<file path="src/rtl/tccw_pkg.sv">
// ----------------------------------------------------------------------------
// tccw_pkg
// Shared types and codes of the text console cell writer: request codes,
// character codes, the command that travels from the front to the back, and
// the state of the back-end sequencer.
// ----------------------------------------------------------------------------
package tccw_pkg;

   // Field widths of the request and response beats
   localparam int TYPE_W = 2;
   localparam int CHAR_W = 8;
   localparam int ROWF_W = 5;
   localparam int COLF_W = 7;

   // Request types
   localparam logic [TYPE_W-1:0] REQ_PUT   = 2'd0;
   localparam logic [TYPE_W-1:0] REQ_CLEAR = 2'd1;
   localparam logic [TYPE_W-1:0] REQ_READ  = 2'd2;

   // Character codes
   localparam logic [CHAR_W-1:0] CODE_EMPTY = 8'd0;
   localparam logic [CHAR_W-1:0] CODE_BS    = 8'd8;
   localparam logic [CHAR_W-1:0] CODE_TAB   = 8'd9;
   localparam logic [CHAR_W-1:0] CODE_NL    = 8'd10;
   localparam logic [CHAR_W-1:0] CODE_CR    = 8'd13;
   localparam logic [CHAR_W-1:0] CODE_SPACE = 8'd32;
   localparam logic [CHAR_W-1:0] PRINT_LO   = 8'd32;
   localparam logic [CHAR_W-1:0] PRINT_HI   = 8'd127;

   // Tab stops every 4 columns: low bits of the column that must be zero
   localparam int TAB_STOP_W = 2;

   // Command queue between front and back
   localparam int QUEUE_DEPTH = 2;
   localparam int QUEUE_PTR_W = 1;
   localparam int QUEUE_CNT_W = 2;

   typedef enum logic [2:0] {
      OP_IGNORE,
      OP_PRINT,
      OP_NEWLINE,
      OP_RETURN,
      OP_BACKSPACE,
      OP_TAB,
      OP_CLEAR,
      OP_READ
   } cmd_op_type;

   typedef struct packed {
      cmd_op_type          op;
      logic [CHAR_W-1:0]   code;
      logic                rd_ok;
      logic [ROWF_W-1:0]   rd_row;
      logic [COLF_W-1:0]   rd_col;
   } cmd_type;

   typedef enum logic [2:0] {
      ST_IDLE,
      ST_EXEC,
      ST_ROWCLR,
      ST_RDWAIT,
      ST_RESP
   } back_state_type;

endpackage

</file>
<file path="src/rtl/tccw_queue.sv">
// ----------------------------------------------------------------------------
// tccw_queue
// Two-entry command queue between the classifying front and the executing
// back, so that each side can stall on its own.
// ----------------------------------------------------------------------------
module tccw_queue (
   input  logic              clock,
   input  logic              reset,
   input  logic              push,
   input  tccw_pkg::cmd_type push_cmd,
   output logic              full,
   input  logic              pop,
   output logic              empty,
   output tccw_pkg::cmd_type pop_cmd,
   output logic [tccw_pkg::QUEUE_CNT_W-1:0] level
);
   import tccw_pkg::*;

   cmd_type                 slot_ff [QUEUE_DEPTH];
   logic [QUEUE_PTR_W-1:0]  wr_ptr_ff, wr_ptr_in;
   logic [QUEUE_PTR_W-1:0]  rd_ptr_ff, rd_ptr_in;
   logic [QUEUE_CNT_W-1:0]  level_ff, level_in;

   assign full    = (level_ff == QUEUE_CNT_W'(QUEUE_DEPTH));
   assign empty   = (level_ff == '0);
   assign pop_cmd = slot_ff[rd_ptr_ff];
   assign level   = level_ff;

   // Advance pointers and fill level
   always_comb begin
      wr_ptr_in = push ? wr_ptr_ff + 1'b1 : wr_ptr_ff;
      rd_ptr_in = pop  ? rd_ptr_ff + 1'b1 : rd_ptr_ff;
      level_in  = level_ff;
      if (push && !pop) begin
         level_in = level_ff + 1'b1;
      end else if (pop && !push) begin
         level_in = level_ff - 1'b1;
      end
   end

   always_ff @(posedge clock) begin
      if (reset) begin
         wr_ptr_ff <= '0;
         rd_ptr_ff <= '0;
         level_ff  <= '0;
      end else begin
         wr_ptr_ff <= wr_ptr_in;
         rd_ptr_ff <= rd_ptr_in;
         level_ff  <= level_in;
      end
   end

   // Store entries
   always_ff @(posedge clock) begin
      if (push) begin
         slot_ff[wr_ptr_ff] <= push_cmd;
      end
   end

endmodule

</file>
<file path="config.mk">
export PLATFORM = sky130hd
export DESIGN_NAME = tccw_queue
export DESIGN_NICKNAME = d
export VERILOG_FILES = /design/src/rtl/tccw_pkg.sv /design/src/rtl/tccw_queue.sv
export SDC_FILE = /design/constraint.sdc
export NUM_CORES = 1
export LEC_CHECK = 0
export BUFFER_PORTS_ARGS = -buffer_cell sky130_fd_sc_hd__buf_4
export CAP_MARGIN = 5
export CORE_MARGIN = 2
export CORE_UTILIZATION = 37
export DETAILED_ROUTE_END_ITERATION = 8
export SYNTH_ARGS = -nofsm -noshare
export SYNTH_HDL_FRONTEND = slang
export SYNTH_SLANG_ARGS = --single-unit
</file>
<file path="constraint.sdc">
create_clock -name clock -period 5.7 [get_ports clock]
set_input_delay 0.285 -clock clock [delete_from_list [all_inputs] [get_ports clock]]
set_output_delay 0.285 -clock clock [all_outputs]
set_load 0.01 [all_outputs]
</file>
## After elaboration in Yosys (flattened, before gate mapping)

Memory sizes are Yosys's and may differ from the RTL's. A register that Yosys moved wholly into a read port is not among the register bits.
Cells that the tools add are included.

| cells by class | value |
|---|---|
| reductions and logical operators | 6 |
| equal/unequal tests | 1 |
| $add $sub $neg | 4 |
| mux-type cells | 6 |

Operators by type and width:

| operator | number |
|---|---|
| two-way mux 1 bit | 4 |
| two-way mux 2 bit | 2 |
| adder 1 bit, second input constant | 2 |
| adder 2 x 1 -> 2 bit, second input constant | 1 |
| == test 2 bit, second input constant | 1 |
| logical AND 1 bit | 2 |
| zero test 1 bit | 2 |
| zero test 2 bit | 1 |
| nonzero test 2 bit | 1 |
| subtractor 2 x 1 -> 2 bit, second input constant | 1 |

| storage, ports and cells | value |
|---|---|
| word-level logic and storage cells | 21 |
| flip-flop bits (word level) | 4 |
| RAM bits | 48 |
| output and inout port bits | 28 |
| input port bits | 28 |
| memories | 1 |

Memories:

| memory | words | bits a word | read ports | clocked after memory_dff | write ports | RTL line | source |
|---|---|---|---|---|---|---|---|
| slot_ff | 2 | 24 | 1 | 1 | 1 | tccw_queue.sv:19 | `cmd_type slot_ff [QUEUE_DEPTH];` |

## Longest topological paths before layout

| depth | value |
|---|---|
| depth in word-level cells | 4 |
| mapped depth | 5 |
| gate-level depth less buffers | 5 |

## Least setup slack after synthesis

Ideal clock, no wire load.

| path | value |
|---|---|
| path type | register -> register |
| start | reg wr_ptr_ff |
| end | mem slot_ff[0][0] (netlist name), enable pin |
| cell stages (with the launch flop) | 2 |
| path slack | 3.876 ns |
| clock period less this slack | 1.824 ns |
| data required time | 5.292 ns |
| library setup time | 0.408 ns |
| path buffers | 0 |
| data arrival time | 1.416 ns |
| path through | dfxtp_1 nor2b_1 |

RTL lines:

| what | RTL line | source |
|---|---|---|
| from (decl) | tccw_queue.sv:20 | `logic [QUEUE_PTR_W-1:0] wr_ptr_ff, wr_ptr_in;` |
| from (signal assigned) | tccw_queue.sv:47 | `wr_ptr_ff <= wr_ptr_in;` |
| to (decl) | tccw_queue.sv:19 |  |

No word-level cell before the write port.

==> impl_metrics.json <==
{
  "p_per_area_nw_per_um2": 319.3,
  "cp-end-kind": "output port",
  "post_route_cells_drive_above_1_share_pct": 56.96,
  "switchingPower_uw": 167.3,
  "nets": 187,
  "grt_max_degree": 25,
  "grt_first_pass_wirelength_um": 5043,
  "ioPinCount": 56,
  "maxSlewHeadroom_pct": 33.33,
  "final.period_utilization_pct": 37.62,
  "worstPathRequired_ps": 5410,
  "drv_cap": 0,
  "antenna_cells": 0,
  "max_freq_ghz": 0.4663,
  "antenna_found_initial": 0,
  "max_stage_delay_ps": 980,
  "cts_resized": 0,
  "critical_path_arrival_ps": 1860,
  "avgRoutedWirePerCell_um": 14.05,
  "post_drt_via_cell_ratio": 4.452,
  "switching_share_pct": 20.61,
  "leakagePower_uw": 0.0009648,
  "clk_latency_ps": 290,
  "synth_warnings": 0,
  "path_cells": "mux2_2, buf_4",
  "die_w_um": 76.40,
  "fin_cells": 228,
  "synth_seq_area_share_pct": 79.48,
  "status": "completed",
  "syn_avg_cell_area_um2": 19.99,
  "total_power_uw": 811.4,
  "critical-path-top-delay-family": "flip-flops",
  "dieArea_um2": 5837,
  "cts_hold_buf": 0,
  "ys_types": 16,
  "ant_nets": 0,
  "finalMaxSlewViolations": 0,
  "core_area_um2": 5075,
  "h-tree-depth": 2,
  "holdCritPathClass": "in2reg",
  "path_max_fanout": 24,
  "drcViolationCount": 0,
  "synth-seq-cells": 53,
  "rows": 26,
  "path_buf_inv": 1,
  "pwr-share-comb_pct": 13.9,
  "utilization_pct": 50.07,
  "postLayoutSetupSlackWorst_ps": 3555,
  "setup_viol": 0,
  "post-place-ws_ps": 3796,
  "routabilityCongestion": 0.6738,
  "fin_crit_ps": 2145,
  "drtIter0Drc": 42,
  "ir_drop_v": 0.0001880,
  "numCtsBuffers": 5,
  "first_pass_iters": 4,
  "final_common_cell": "buf_4",
  "dpl.hpwl_um": 2260,
  "root_buffer": "clkbuf_8",
  "synthCells": 97,
  "initial_core_util_pct": 38.21,
  "critPathSlowestCell": "dfxtp_1",
  "grt_use_total_pct": 11.25,
  "p_clk_share_pct": 28.8,
  "rsz0062_at_grt": "false",
  "wl_um": 3204,
  "cts_setup_buffers": 0,
  "critPathKind": "reg2out",
  "cts_tree": "done",
  "p_int_uw": 644.1,
  "fp.dieH_um": 76.40,
  "worstSetupStartpointType": "register",
  "tns_ps": 0,
  "clock-sinks": 53,
  "seqPwrFrac_pct": 57.4,
  "port_buffers": 55,
  "overflow": 0,
  "final.setup_skew_ps": 6.408,
  "hold_viol": 0,
  "clkTransAtPathRegs_ps": 90,
  "layout_common_cells": "57 x buf_4, 48 x edfxtp_1, 24 x mux2_2",
  "clockBufferDepth": 2,
  "vias": 1015,
  "first_global_vias": 1081,
  "synthToLayoutAreaGrowth_pct": 31.03,
  "mappedNetlistNets": 126,
  "syn-cell-area_um2": 1939,
  "tightest_slew_ps": 998.7,
  "dp_cells": 221
}
## path summary, 6_finish.rpt
check	slack, ps	end	startpoint	cells past startpoint
worst min-delay path	170	slot_ff[0][13]$_DFFE_PP_	push_cmd[13]	1
worst max-delay path	3560	pop_cmd[12]	register	2
worst max register to register	4230	slot_ff[0][3]$_DFFE_PP_	wr_ptr_ff$_SDFFE_PP0P_	2
worst min register to register	530	register	rd_ptr_ff$_SDFFE_PP0P_	2
## cell usage after synthesis (all sizes together)
library cell / instances / area share, %
ha: 1 / 0.65
nor2b: 1 / 0.32
or3: 1 / 0.32
edfxtp: 48 / 74
dfxtp: 5 / 5.2
a21oi: 1 / 0.26
nor2: 5 / 0.97
xnor2: 2 / 0.90
and2: 1 / 0.32
buf: 3 / 1.0
mux2: 24 / 14
xor2: 2 / 0.90
o21ai: 1 / 0.26
inv: 1 / 0.19
and2b: 1 / 0.45
## through the flow
step | hold WS [ps] | cell area (um^2)
after floorplan | 354.1 | 1939
after global placement | 471.0 | 2437
after detailed placement | 472.7 | 2437
after CTS | 159.1 | 2541
after global routing | 150.1 | 2541
final | 170.7 | 2541
## registers in the layout (all words and copies together) (netlist names), named ones only
name and cells:
slot_ff 48, level 2, rd_ptr_ff 1, wr_ptr_ff 1
## worst register-to-register path, stage by stage (launching register included)
cell and delay, ps:
dfxtp_1 340, nor2b_2 480, buf_4 350
## logic make-up (layout without fill, tap and decap cells)
group	Yosys count	after routing	share of synthesized area, %
AO/OA/AOI/OAI	2	2	0.5156
XOR/XNOR	4	4	1.807
adder cells (fa/ha/maj)	1	1	0.6451
buffers and inverters	4	65	1.225
flip-flops	53	53	79.48
multiplexers	24	24	13.94
AND/OR/NAND/NOR	9	9	2.388
## final cells by class
class,instances,area (um^2)
clock inverters,2,35.03
clock buffers,5,68.82
well taps,70,87.58
fillers,444,2534
inverters,1,3.754
repair buffers,57,427.9
flip-flops and latches,53,1541
multi-input cells,40,376.6
## power by group through the flow
stage / clock (uW) / sequential, uW / combinational (uW)
after global placement: 0 / 474 / 110
after global routing: 254 / 469 / 120
after CTS: 242 / 467 / 114
final: 233 / 466 / 112
after detailed placement: 0 / 475 / 113
after floorplan: 0 / 467 / 58.7
## routing by layer
layer / share of wire [%] / vias to the layer above / track usage [%]
met5: 0 / - / 0
met4: 0.84 / 0 / 3.818
met3: 6.0 / 4 / 4.384
met2: 51 / 37 / 19.65
met1: 42 / 491 / 12.55
li1: - / 483 / -
No activity file was read; power rests on OpenSTA's default activity.
