==> src/rtl/tccw_pkg.sv <==
// ----------------------------------------------------------------------------
// tccw_pkg
// Shared types and codes of the text console cell writer: request codes,
// character codes, the command that travels from the front to the back, and
// the state of the back-end sequencer.
// ----------------------------------------------------------------------------
package tccw_pkg;

   // Field widths of the request and response beats
   localparam int TYPE_W = 2;
   localparam int CHAR_W = 8;
   localparam int ROWF_W = 5;
   localparam int COLF_W = 7;

   // Request types
   localparam logic [TYPE_W-1:0] REQ_PUT   = 2'd0;
   localparam logic [TYPE_W-1:0] REQ_CLEAR = 2'd1;
   localparam logic [TYPE_W-1:0] REQ_READ  = 2'd2;

   // Character codes
   localparam logic [CHAR_W-1:0] CODE_EMPTY = 8'd0;
   localparam logic [CHAR_W-1:0] CODE_BS    = 8'd8;
   localparam logic [CHAR_W-1:0] CODE_TAB   = 8'd9;
   localparam logic [CHAR_W-1:0] CODE_NL    = 8'd10;
   localparam logic [CHAR_W-1:0] CODE_CR    = 8'd13;
   localparam logic [CHAR_W-1:0] CODE_SPACE = 8'd32;
   localparam logic [CHAR_W-1:0] PRINT_LO   = 8'd32;
   localparam logic [CHAR_W-1:0] PRINT_HI   = 8'd127;

   // Tab stops every 4 columns: low bits of the column that must be zero
   localparam int TAB_STOP_W = 2;

   // Command queue between front and back
   localparam int QUEUE_DEPTH = 2;
   localparam int QUEUE_PTR_W = 1;
   localparam int QUEUE_CNT_W = 2;

   typedef enum logic [2:0] {
      OP_IGNORE,
      OP_PRINT,
      OP_NEWLINE,
      OP_RETURN,
      OP_BACKSPACE,
      OP_TAB,
      OP_CLEAR,
      OP_READ
   } cmd_op_type;

   typedef struct packed {
      cmd_op_type          op;
      logic [CHAR_W-1:0]   code;
      logic                rd_ok;
      logic [ROWF_W-1:0]   rd_row;
      logic [COLF_W-1:0]   rd_col;
   } cmd_type;

   typedef enum logic [2:0] {
      ST_IDLE,
      ST_EXEC,
      ST_ROWCLR,
      ST_RDWAIT,
      ST_RESP
   } back_state_type;

endpackage

==> src/rtl/tccw_front.sv <==
// ----------------------------------------------------------------------------
// tccw_front
// Request front end: takes request beats while the queue has room, decodes
// the request type and character code into a command, and range-checks
// read coordinates.
// ----------------------------------------------------------------------------
module tccw_front #(
   parameter int ROWS = 25,
   parameter int COLS = 80
) (
   input  logic                        req_valid,
   output logic                        req_ready,
   input  logic [tccw_pkg::TYPE_W-1:0] req_type,
   input  logic [tccw_pkg::CHAR_W-1:0] req_char_code,
   input  logic [tccw_pkg::ROWF_W-1:0] req_read_row,
   input  logic [tccw_pkg::COLF_W-1:0] req_read_col,
   input  logic                        q_full,
   output logic                        q_push,
   output tccw_pkg::cmd_type           q_cmd
);
   import tccw_pkg::*;

   assign req_ready = !q_full;
   assign q_push    = req_valid && !q_full;

   // Classify the request
   always_comb begin
      q_cmd.op     = OP_IGNORE;
      q_cmd.code   = req_char_code;
      q_cmd.rd_row = req_read_row;
      q_cmd.rd_col = req_read_col;
      q_cmd.rd_ok  = (int'(req_read_row) < ROWS) && (int'(req_read_col) < COLS);
      unique case (req_type)
         REQ_PUT: begin
            priority if (req_char_code == CODE_NL) begin
               q_cmd.op = OP_NEWLINE;
            end else if (req_char_code == CODE_CR) begin
               q_cmd.op = OP_RETURN;
            end else if (req_char_code == CODE_BS) begin
               q_cmd.op = OP_BACKSPACE;
            end else if (req_char_code == CODE_TAB) begin
               q_cmd.op = OP_TAB;
            end else if (req_char_code >= PRINT_LO && req_char_code < PRINT_HI) begin
               q_cmd.op = OP_PRINT;
            end else begin
               q_cmd.op = OP_IGNORE;
            end
         end
         REQ_CLEAR: q_cmd.op = OP_CLEAR;
         REQ_READ:  q_cmd.op = OP_READ;
         default:   q_cmd.op = OP_IGNORE;
      endcase
   end

endmodule

==> config.mk <==
export PLATFORM = sky130hd
export DESIGN_NAME = tccw_front
export DESIGN_NICKNAME = d
export VERILOG_FILES = /design/src/rtl/tccw_pkg.sv /design/src/rtl/tccw_front.sv
export SDC_FILE = /design/constraint.sdc
export NUM_CORES = 1
export LEC_CHECK = 0
export BUFFER_PORTS_ARGS = -buffer_cell sky130_fd_sc_hd__clkbuf_2
export CAP_MARGIN = 5
export CELL_PAD_IN_SITES_DETAIL_PLACEMENT = 1
export CELL_PAD_IN_SITES_GLOBAL_PLACEMENT = 2
export CORE_UTILIZATION = 13
export DETAILED_ROUTE_END_ITERATION = 8
export PLACE_DENSITY = 0.88
export SLEW_MARGIN = 15
export SYNTH_ARGS = -nofsm -noshare
export SYNTH_HDL_FRONTEND = slang
export SYNTH_SLANG_ARGS = --single-unit
export TNS_END_PERCENT = 10
==> constraint.sdc <==
create_clock -name vclk -period 0.8
set_input_delay 0.04 -clock vclk [all_inputs]
set_output_delay 0.04 -clock vclk [all_outputs]
set_load 0.02 [all_outputs]
# == Word level (Yosys, flattened, before mapping) ==
# Cells that the tools add are included.
# totals
register_bits,0
wordCells,21
# classes
magnitude_cmp,4
eq_ne,6
muxes,6
n_reduce_logical,5
# op_table
operator,n
$eq A8 B4 Y1 const B,4
$mux W3,4
$pmux W3 S3,1
$ge A8 B6 Y1 const B,1
$lt A8 B7 Y1 const B,1
$lt A7 B7 Y1 const B,1
$lt A5 B5 Y1 const B,1
$logic_and A1 B1 Y1,3
$eq A2 B1 Y1 const B,1
$eq A2 B2 Y1 const B,1
$logic_not A2 Y1,1
$logic_not A1 Y1,1
$mux W1,1

# == Logic depth before layout (Yosys ltp) ==
# Gate-level depths: netlist (run 1).
# logic_depth
word_depth,8
mapped_depth,4
ltp_nobuf,4

# == Worst setup path before layout (run 1) ==
# Ideal clock, no wire load.
# synth_path
path_kind,input-to-output
startpoint,input req_type[1] in the netlist's numbering
endpoint,output q_cmd[21] in the netlist's numbering
arrival_time_ps,980
required_ps,760
slack_ps,-220
path_stages,4
cell_sequence,inv_1 ha_1 nand3_1 o32ai_1
# synth_rtl
element,line,text
start: declaration,tccw_front.sv:13,"input logic [tccw_pkg::TYPE_W-1:0] req_type,"
end: declaration,tccw_front.sv:19,output tccw_pkg::cmd_type q_cmd

==> results.md, run 1 <==
* Syn Area/Cell at 7.208 um2
* HP Class: input pin to primary output
* Grt met3 use at 0.008696
* Row cnt at 17
* Die Width at 52.50 um
* Crit Path Class: input pin to primary output
* Mapped Area at 331.6 um2
* Register area at 0 um2
* DR iter-0 viols at 0
* Slew headroom at 0.7705
* Crit share post-route at 1.206
* Req. time, crit path at 760 ps
* Dpl cell area at 494.2 um2
* Most common cell in the netlist: buf_4
* Final design area excluding fillers at 561.8 um2
* Hpwl dp at 995.8 um
* Pleak at 0.0003013 uW
* Vias in the first global route at 426
* Crit end category: primary output
* Seq/Total Area, Yosys at 0
* Hold depth at 0
* Nets at 103
* Worst-Margin Slew at 344.2 ps
* Congestion Overflow GR at 0
* Via Count at 424
* Pwr Density at 644.2 nW/um2
* Yosys top cell by area: buf_4
* Setup ws final at -165.1 ps
* # clk buffers at 0
* Critical path launch point type: input pin
* Pre-CTS WS at -267.2 ps
* Io pins at 50
* First-pass GRT wire length at 1794 um
* Final routed DRC violation total at 0
* Die height at 52.50 um
* Area Overhead vs Synth at 69.43%
* Ranking of synthesized cells by area: buf_4 45%, ha_1 7.5%, nor4b_4 7.2%
* Initial antenna violation count at 0
* Cts hold-fix bufs at 0
* Data arrival time of the critical path at 930 ps
* Vias per cell at 4.117
* RSZ-0062 raised after global routing: yes
* Final setup fails at 3
* Total routed wirelength at 1137 um
* Core footprint at 2297 um2
* GRT busiest layer: met2
* Clock period minus worst slack at 965.1 ps
* # port buffers at 42
* Failing checks: setup timing
* Met2 Track Usage GR at 0.1941
* Yosys cell types at 18
* N_diodes at 0
* WL per Instance at 11.04 um
* GP Congestion at 0.7363
* Post-synthesis cell count at 46
* Drt first pass iters at 1
* Post-DRT Antenna Nets at 0
* Seq cells at 0
* Synth top cells by count: 20 x buf_4, 5 x inv_1, 4 x nor2_1
* Mapped Nets at 72
* MaxCap Viol Count at 0
* Die area at 2756 um2
* Highest clock rate at 1.036 GHz
* Max IR drop VDD at 0.2088 mV
* Layout cells sized above 1 at 0.7733
* Synth warn at 0
* Fin. max-slew vios at 0
* Count of final hold-check violations at 0
* Pin count of the biggest net entering global routing at 7
* Total track usage at 0.08706
* Initial Util at 0.1443
* Final setup TNS at -449.2 ps
* Hold WS at 80.01 ps
* Area share of the largest cell type after synthesis at 0.4528
* Met1 GRT Util at 0.08503
* Status: finished with violations
* Crit path max fanout at 3
==> layout by cell type (no fill, tap or decap) <==
| master | netlist | routed |
|---|---|---|
| nand3_2 | 0 | 1 |
| a311oi_2 | 0 | 1 |
| nor2b_1 | 1 | 1 |
| o311ai_1 | 0 | 1 |
| clkbuf_2 | 0 | 37 |
| buf_4 | 20 | 7 |
| o32ai_4 | 0 | 1 |
| o2111ai_2 | 0 | 1 |
| clkbuf_4 | 0 | 1 |
| inv_2 | 0 | 2 |
| and2_1 | 1 | 1 |
| clkbuf_8 | 0 | 2 |
| and3b_1 | 1 | 1 |
| o21ai_0 | 1 | 1 |
| nand4_1 | 1 | 1 |
| ha_1 | 2 | 1 |
| buf_8 | 0 | 1 |
| a21oi_2 | 0 | 1 |
| nor2_1 | 4 | 4 |
| nor3b_1 | 1 | 1 |
| ha_4 | 0 | 1 |
| a41oi_1 | 1 | 1 |
| nand3_1 | 2 | 1 |
| nor4b_4 | 1 | 1 |
| inv_1 | 5 | 3 |
| buf_2 | 0 | 1 |
==> per-stage QoR <==
stage            util  total power (uW)  instances
6_report       0.2446             361.9        103
5_1_grt        0.2446             394.0        103
4_1_cts        0.2440             363.5        103
3_5_place_dp   0.2151             320.5        102
3_3_place_gp   0.2151             312.2        102
2_1_floorplan       -             238.1         46
==> path summary, 6_finish.rpt <==
| path | start | to | slack (ps) |
|---|---|---|---|
| setup / recovery | req_char_code[4] | q_cmd[22] | -170 |
| hold / removal | req_read_col[1] | q_cmd[1] | 80 |
==> critical path, stage by stage <==
cell	delay, ps
buf_8	100
nor4b_4	310
o2111ai_2	160
a21oi_2	160
clkbuf_8	160
==> report_power, final <==
group | total (uW) | internal, uW | switching [uW]
sequential | 0 | 0 | 0
clock | 0 | 0 | 0
combinational | 362 | 163 | 199
total | 362 | 163 | 199
==> final cells by class <==
class | count | area, um2
tap | 28 | 35.03
multi-input combinational | 21 | 215.2
fill | 291 | 1735
timing repair buffer | 49 | 292.8
inverter | 5 | 18.77
==> what timing repair did <==
action	in CTS	in global routing
pin swaps	4	0
gates resized for setup	15	2
setup endpoints to repair	4	3
buffers inserted	1	0
==> per-layer routing <==
layer  vias up  wire (um)
li1        199          -
met1       187        391
met2        38        594
met3         0        151
met4         0          0
met5         -          0
==> logic make-up (layout without fill, tap and decap cells) <==
| family | after synthesis | after routing | share of synthesized area |
|---|---|---|---|
| compound gates | 7 | 7 | 0.1623 |
| fa+ha+maj | 2 | 2 | 0.07546 |
| buf+inv | 25 | 54 | 0.5094 |
| simple gates | 12 | 12 | 0.2529 |
(Power assumes the default switching activity.)
==> run 2, diff against run 1 <==
Settings changed: CORE_UTILIZATION 13 to 12, PLACE_DENSITY 0.88 to 0.82, SETUP_SLACK_MARGIN set to 0.02.
Clock period 0.8 ns to 0.9 ns, I/O delays scaled along.
==> run 2 against run 1 <==
The flow still finishes with violations (setup timing). Final area decreased by 4.0%. Setup slack better by 83 ps. Final cell count is 2.9% higher. Sequential share of layout area stayed put. Critical path type unchanged. Critical endpoint unchanged. Highest routed layer unchanged.
==> results.md, run 2 (synthesis gave the netlist of run 1 again) <==
* Pleak at 0.0002993 uW (-0.64%)
* Nets at 104 (+0.97%)
* Setup ws final at -81.70 ps (+83.42 ps)
* Max IR drop VDD at 0.1517 mV (-27%)
* Hpwl dp at 961.2 um (-3.5%)
* Post-DRT Antenna Nets at 0 (unchanged)
* Total track usage at 0.07477 (-0.01229)
* Core footprint at 2545 um2 (+11%)
* Req. time, crit path at 850 ps (+90 ps)
* Total routed wirelength at 1072 um (-5.7%)
* Initial antenna violation count at 0 (unchanged)
* Pin count of the biggest net entering global routing at 7 (unchanged)
* GP Congestion at 0.6145 (-17%)
* Worst-Margin Slew at 259.6 ps (-84.57 ps)
* Crit path max fanout at 2 (-1)
* Clock period minus worst slack at 981.7 ps
* Fin. max-slew vios at 0 (unchanged)
* Commonest non-fill, non-tap cell in the layout: clkbuf_2
* Final setup fails at 2 (-1)
* Vias in the first global route at 431 (+1.2%)
* Initial Util at 0.1303 (-0.01405)
* Final design area excluding fillers at 539.3 um2 (-4.0%)
* Filler cells at 324 (+11%)
* Slew headroom at 0.8262 (+0.05565)
* N_diodes at 0 (unchanged)
* Post-Place Cells at 104 (+2.0%)
* Seq cells at 0 (unchanged)
* Row cnt at 18 (+1)
* # clk buffers at 0 (unchanged)
* Data arrival time of the critical path at 940 ps (about the same)
* Area Overhead vs Synth at 62.64%
* MaxCap Viol Count at 0 (unchanged)
* Crit share post-route at 1.091
* Congestion Overflow GR at 0 (unchanged)
* First-pass GRT wire length at 1669 um (-7.0%)
* WL per Instance at 10.11 um (-8.4%)
* Count of final hold-check violations at 0 (unchanged)
* Drt first pass iters at 1 (unchanged)
* Crit end category: primary output
* Cts hold-fix bufs at 0 (unchanged)
* Fin cells at 106 (+2.9%)
* Die height at 54.57 um (+3.9%)
* HP Class: input pin to primary output
* Vias per cell at 4.047 (-1.7%)
* Crit Path Class: input pin to primary output
* Die Width at 54.57 um (+3.9%)
* Highest clock rate at 1.019 GHz
* Layout cells sized above 1 at 0.7500 (-0.02333)
* Register area at 0 um2 (unchanged)
* Via Count at 429 (+1.2%)
* Status: finished with violations
* Dpl cell area at 481.7 um2 (-2.5%)
* Commonest cells after routing, fill and taps aside: 38 x clkbuf_2, 10 x buf_4, 4 x nor2_1
* Critical path launch point type: input pin
* Pwr Density at 568.1 nW/um2 (-12%)
* Final routed DRC violation total at 0 (unchanged)
* # port buffers at 42 (unchanged)
* Die area at 2977 um2 (+8.0%)
* DR iter-0 viols at 0 (unchanged)
* RSZ-0062 raised after global routing: yes
* Failing checks: setup timing
* Io pins at 50 (unchanged)
run 2: final timing paths:
kind / from / endpoint / slack [ps] / cells after the start
worst max-delay path: req_char_code[6] / q_cmd[22] / -80 / 5
worst min-delay path: req_read_col[2] / q_cmd[2] / 90 / 0
run 2: layer usage:
metal / track usage / part of all wire / wire (um)
met1: 0.06149 / 0.37 / 392
met2: 0.1768 / 0.52 / 555
met3: 0.01667 / 0.12 / 124
met4: 0 / 0 / 0
met5: 0 / 0 / 0
run 2: layout make-up:
class	count	area, um2	area share
inverter	5	18.77	0.03480
multi-input combinational	21	196.4	0.3643
tap	30	37.54	0.06961
timing repair buffer	50	286.5	0.5313
run 2: per-stage QoR:
stage	total power, uW	TNS (ps)	util	setup slack [ps]	hold WS (ps)
4_1_cts	303.6	-190.8	0.2089	-92.54	90.14
5_1_grt	340.6	-399.5	0.2119	-165.6	90.12
2_1_floorplan	204.1	0	-	24.27	166.6
3_3_place_gp	272.5	-300.9	0.1893	-128.5	90.14
6_report	306.4	-133.1	0.2119	-81.70	90.04
3_5_place_dp	277.1	-287.2	0.1893	-113.6	90.14
run 2: timing repair:
action	4_1_cts	5_1_grt
setup endpoints to repair	3	4
setup buffers	2	0
resized for setup	9	4
pin swaps	5	2
run 2: report_power, final:
| group | switching [uW] | internal (uW) | total, uW |
|---|---|---|---|
| clock | 0 | 0 | 0 |
| sequential | 0 | 0 | 0 |
| combinational | 171 | 135 | 306 |
run 2: worst max-delay path, stage by stage:
cell and delay (ps):
clkbuf_2 110, nor4b_4 320, o2111ai_1 160, a21oi_1 150, buf_4 160
==> run 3, diff against run 2 <==
==> constraint.sdc (replaced) <==
create_clock -name vclk -period 0.9
set_input_delay 0.09 -clock vclk [all_inputs]
set_output_delay 0.09 -clock vclk [all_outputs]
set_load 0.02 [all_outputs]
==> run 3 against run 2 <==
The run still ends with setup timing left. Setup slack got worse by 110 ps. Routed wire length shrank 3.5%. Final cell count shrank 1.9%. Fmax shrank 9.9%. Flip-flop and latch count stayed put. Die area stayed put. Count of clock-buffer cells in the layout did not move. First-iteration DRC count up 1. Highest routed layer unchanged. Via count decreased by 0.93%. Combinational power increased by 7.5%. Critical path depth is the same.
==> results.md, run 3 (synthesis gave the netlist of run 1 again) <==
* Count of final hold-check violations at 0 (unchanged)
* Final setup fails at 3 (+1)
* Core footprint at 2545 um2 (unchanged)
* # clk buffers at 0 (unchanged)
* Setup ws final at -189.5 ps (-107.8 ps)
* Commonest non-fill, non-tap cell in the layout: clkbuf_2
* Pint at 153.2 uW (+13%)
* Critical path launch point type: input pin
* Total track usage at 0.07021 (-0.004566)
* Crit Path Class: input pin to primary output
* Filler cells at 317 (-2.2%)
* Switching power at 175.6 uW (+2.5%)
* Die Width at 54.57 um (unchanged)
* HP Class: input pin to primary output
* Drt first pass iters at 2 (+1)
* Die height at 54.57 um (unchanged)
* Logic pwr share at 1.000 (about the same)
* Seq cells at 0 (unchanged)
* Final Power at 328.8 uW (+7.3%)
* Dpl cell area at 496.7 um2 (+3.1%)
* GP Congestion at 0.6970 (+13%)
* Max IR drop VDD at 0.1606 mV (+5.9%)
* Area Overhead vs Synth at 76.98%
* Congestion Overflow GR at 0 (unchanged)
* Switching Share at 0.5341 (-0.02512)
* Highest clock rate at 0.9178 GHz (-9.9%)
* Multi-input logic area at 222.7 um2 (+13%)
* Crit share post-route at 1.211 (+0.1198)
* Fin. max-slew vios at 0 (unchanged)
* Sequential power share at 0 (unchanged)
* Nets at 102 (-1.9%)
* # port buffers at 42 (unchanged)
* Worst-Margin Slew at 288.8 ps (+29.16 ps)
* Total routed wirelength at 1034 um (-3.5%)
* Cts hold-fix bufs at 0 (unchanged)
* Clk pwr share at 0 (unchanged)
* Row cnt at 18 (unchanged)
* RSZ-0062 raised after global routing: yes
* Layout cells sized above 1 at 0.7703 (+0.02027)
* Pin count of the biggest net entering global routing at 7 (unchanged)
* GRT busiest layer: met2
* Final design area excluding fillers at 586.8 um2 (+8.8%)
* Die area at 2977 um2 (unchanged)
* Io pins at 50 (unchanged)
* Met2 Track Usage GR at 0.1667 (-0.01016)
* Status: finished with violations
* Final routed DRC violation total at 0 (unchanged)
* Hold WS at 180.0 ps (+89.99 ps)
* Post-CTS Setup Bufs at 0 (-2)
* Initial antenna violation count at 0 (unchanged)
* DR iter-0 viols at 1 (+1)
* Pwr Density at 560.3 nW/um2 (-1.4%)
* Post-DRT Antenna Nets at 0 (unchanged)
* Pleak at 0.0003053 uW (+2.0%)
* Vias per cell at 4.087 (+0.97%)
* First-pass GRT wire length at 1552 um (-7.0%)
* Register area at 0 um2 (unchanged)
* Via Count at 425 (-0.93%)
* Vias in the first global route at 398 (-7.7%)
* Met1 GRT Util at 0.06149 (unchanged)
* Data arrival time of the critical path at 1000 ps (+60 ps)
* WL per Instance at 9.942 um (-1.7%)
* Slew headroom at 0.8075 (-0.01871)
* Req. time, crit path at 810 ps (-40 ps)
* Failing checks: setup timing
* Hpwl dp at 965.8 um (+0.48%)
* MaxCap Viol Count at 0 (unchanged)
* N_diodes at 0 (unchanged)
* Clock period minus worst slack at 1090 ps (+107.8 ps)
* Crit path max fanout at 4 (+2)
* Grt met3 use at 0.008333 (-0.008333)
* Final setup TNS at -478.3 ps (-345.2 ps)
* Initial Util at 0.1303 (unchanged)
* Crit end category: primary output
* Commonest cells after routing, fill and taps aside: 35 x clkbuf_2, 6 x buf_4, 4 x inv_1, 4 x nor2_1
==> run 3: changes by cell type in the layout (fill, tap and decap cells not counted), sizes merged <==
cell    before  now
clkbuf      40   38
==> run 3: worst paths after layout <==
| path | startpoint | endpoint | cells after the start |
|---|---|---|---|
| hold / removal | req_read_col[1] | q_cmd[1] | 0 |
| setup / recovery | req_char_code[4] | q_cmd[22] | 5 |
==> run 3: through the flow <==
step	utilization	instances	setup slack (ps)
finish	0.2306	104	-189.5
global route	0.2306	104	-259.9
CTS	0.2153	104	-227.1
detailed placement	0.1952	104	-252.8
global placement	0.1952	104	-237.0
floorplan	-	46	-62.65
==> run 3: cell type report <==
class                           count  area share
Inverter                            5     0.03198
Timing Repair Buffer               48      0.5245
Multi-Input combinational cell     21      0.3795
Tap cell                           30     0.06397
==> run 3: routing by layer <==
metal,part of all wire,vias up
met2,0.57,37
met3,0.11,0
met1,0.32,193
met5,0,-
li1,-,195
met4,0,0
==> run 3: timing repair <==
item | 4_1_cts | 5_1_grt
endpoints found under the setup margin | 4 | 4
pin swaps | 3 | 6
gates resized for setup | 11 | 11
==> run 3: critical path, stage by stage <==
cell and delay, ps:
buf_8 100, nor4b_4 310, o2111ai_2 170, a21oi_2 170
clkbuf_8 160
==> run 3: power groups by stage <==
stage	Sequential, uW	Clock [uW]	Combinational, uW
floorplan	0	0	212
global placement	0	0	280
detailed placement	0	0	285
CTS	0	0	313
global route	0	0	362
finish	0	0	329
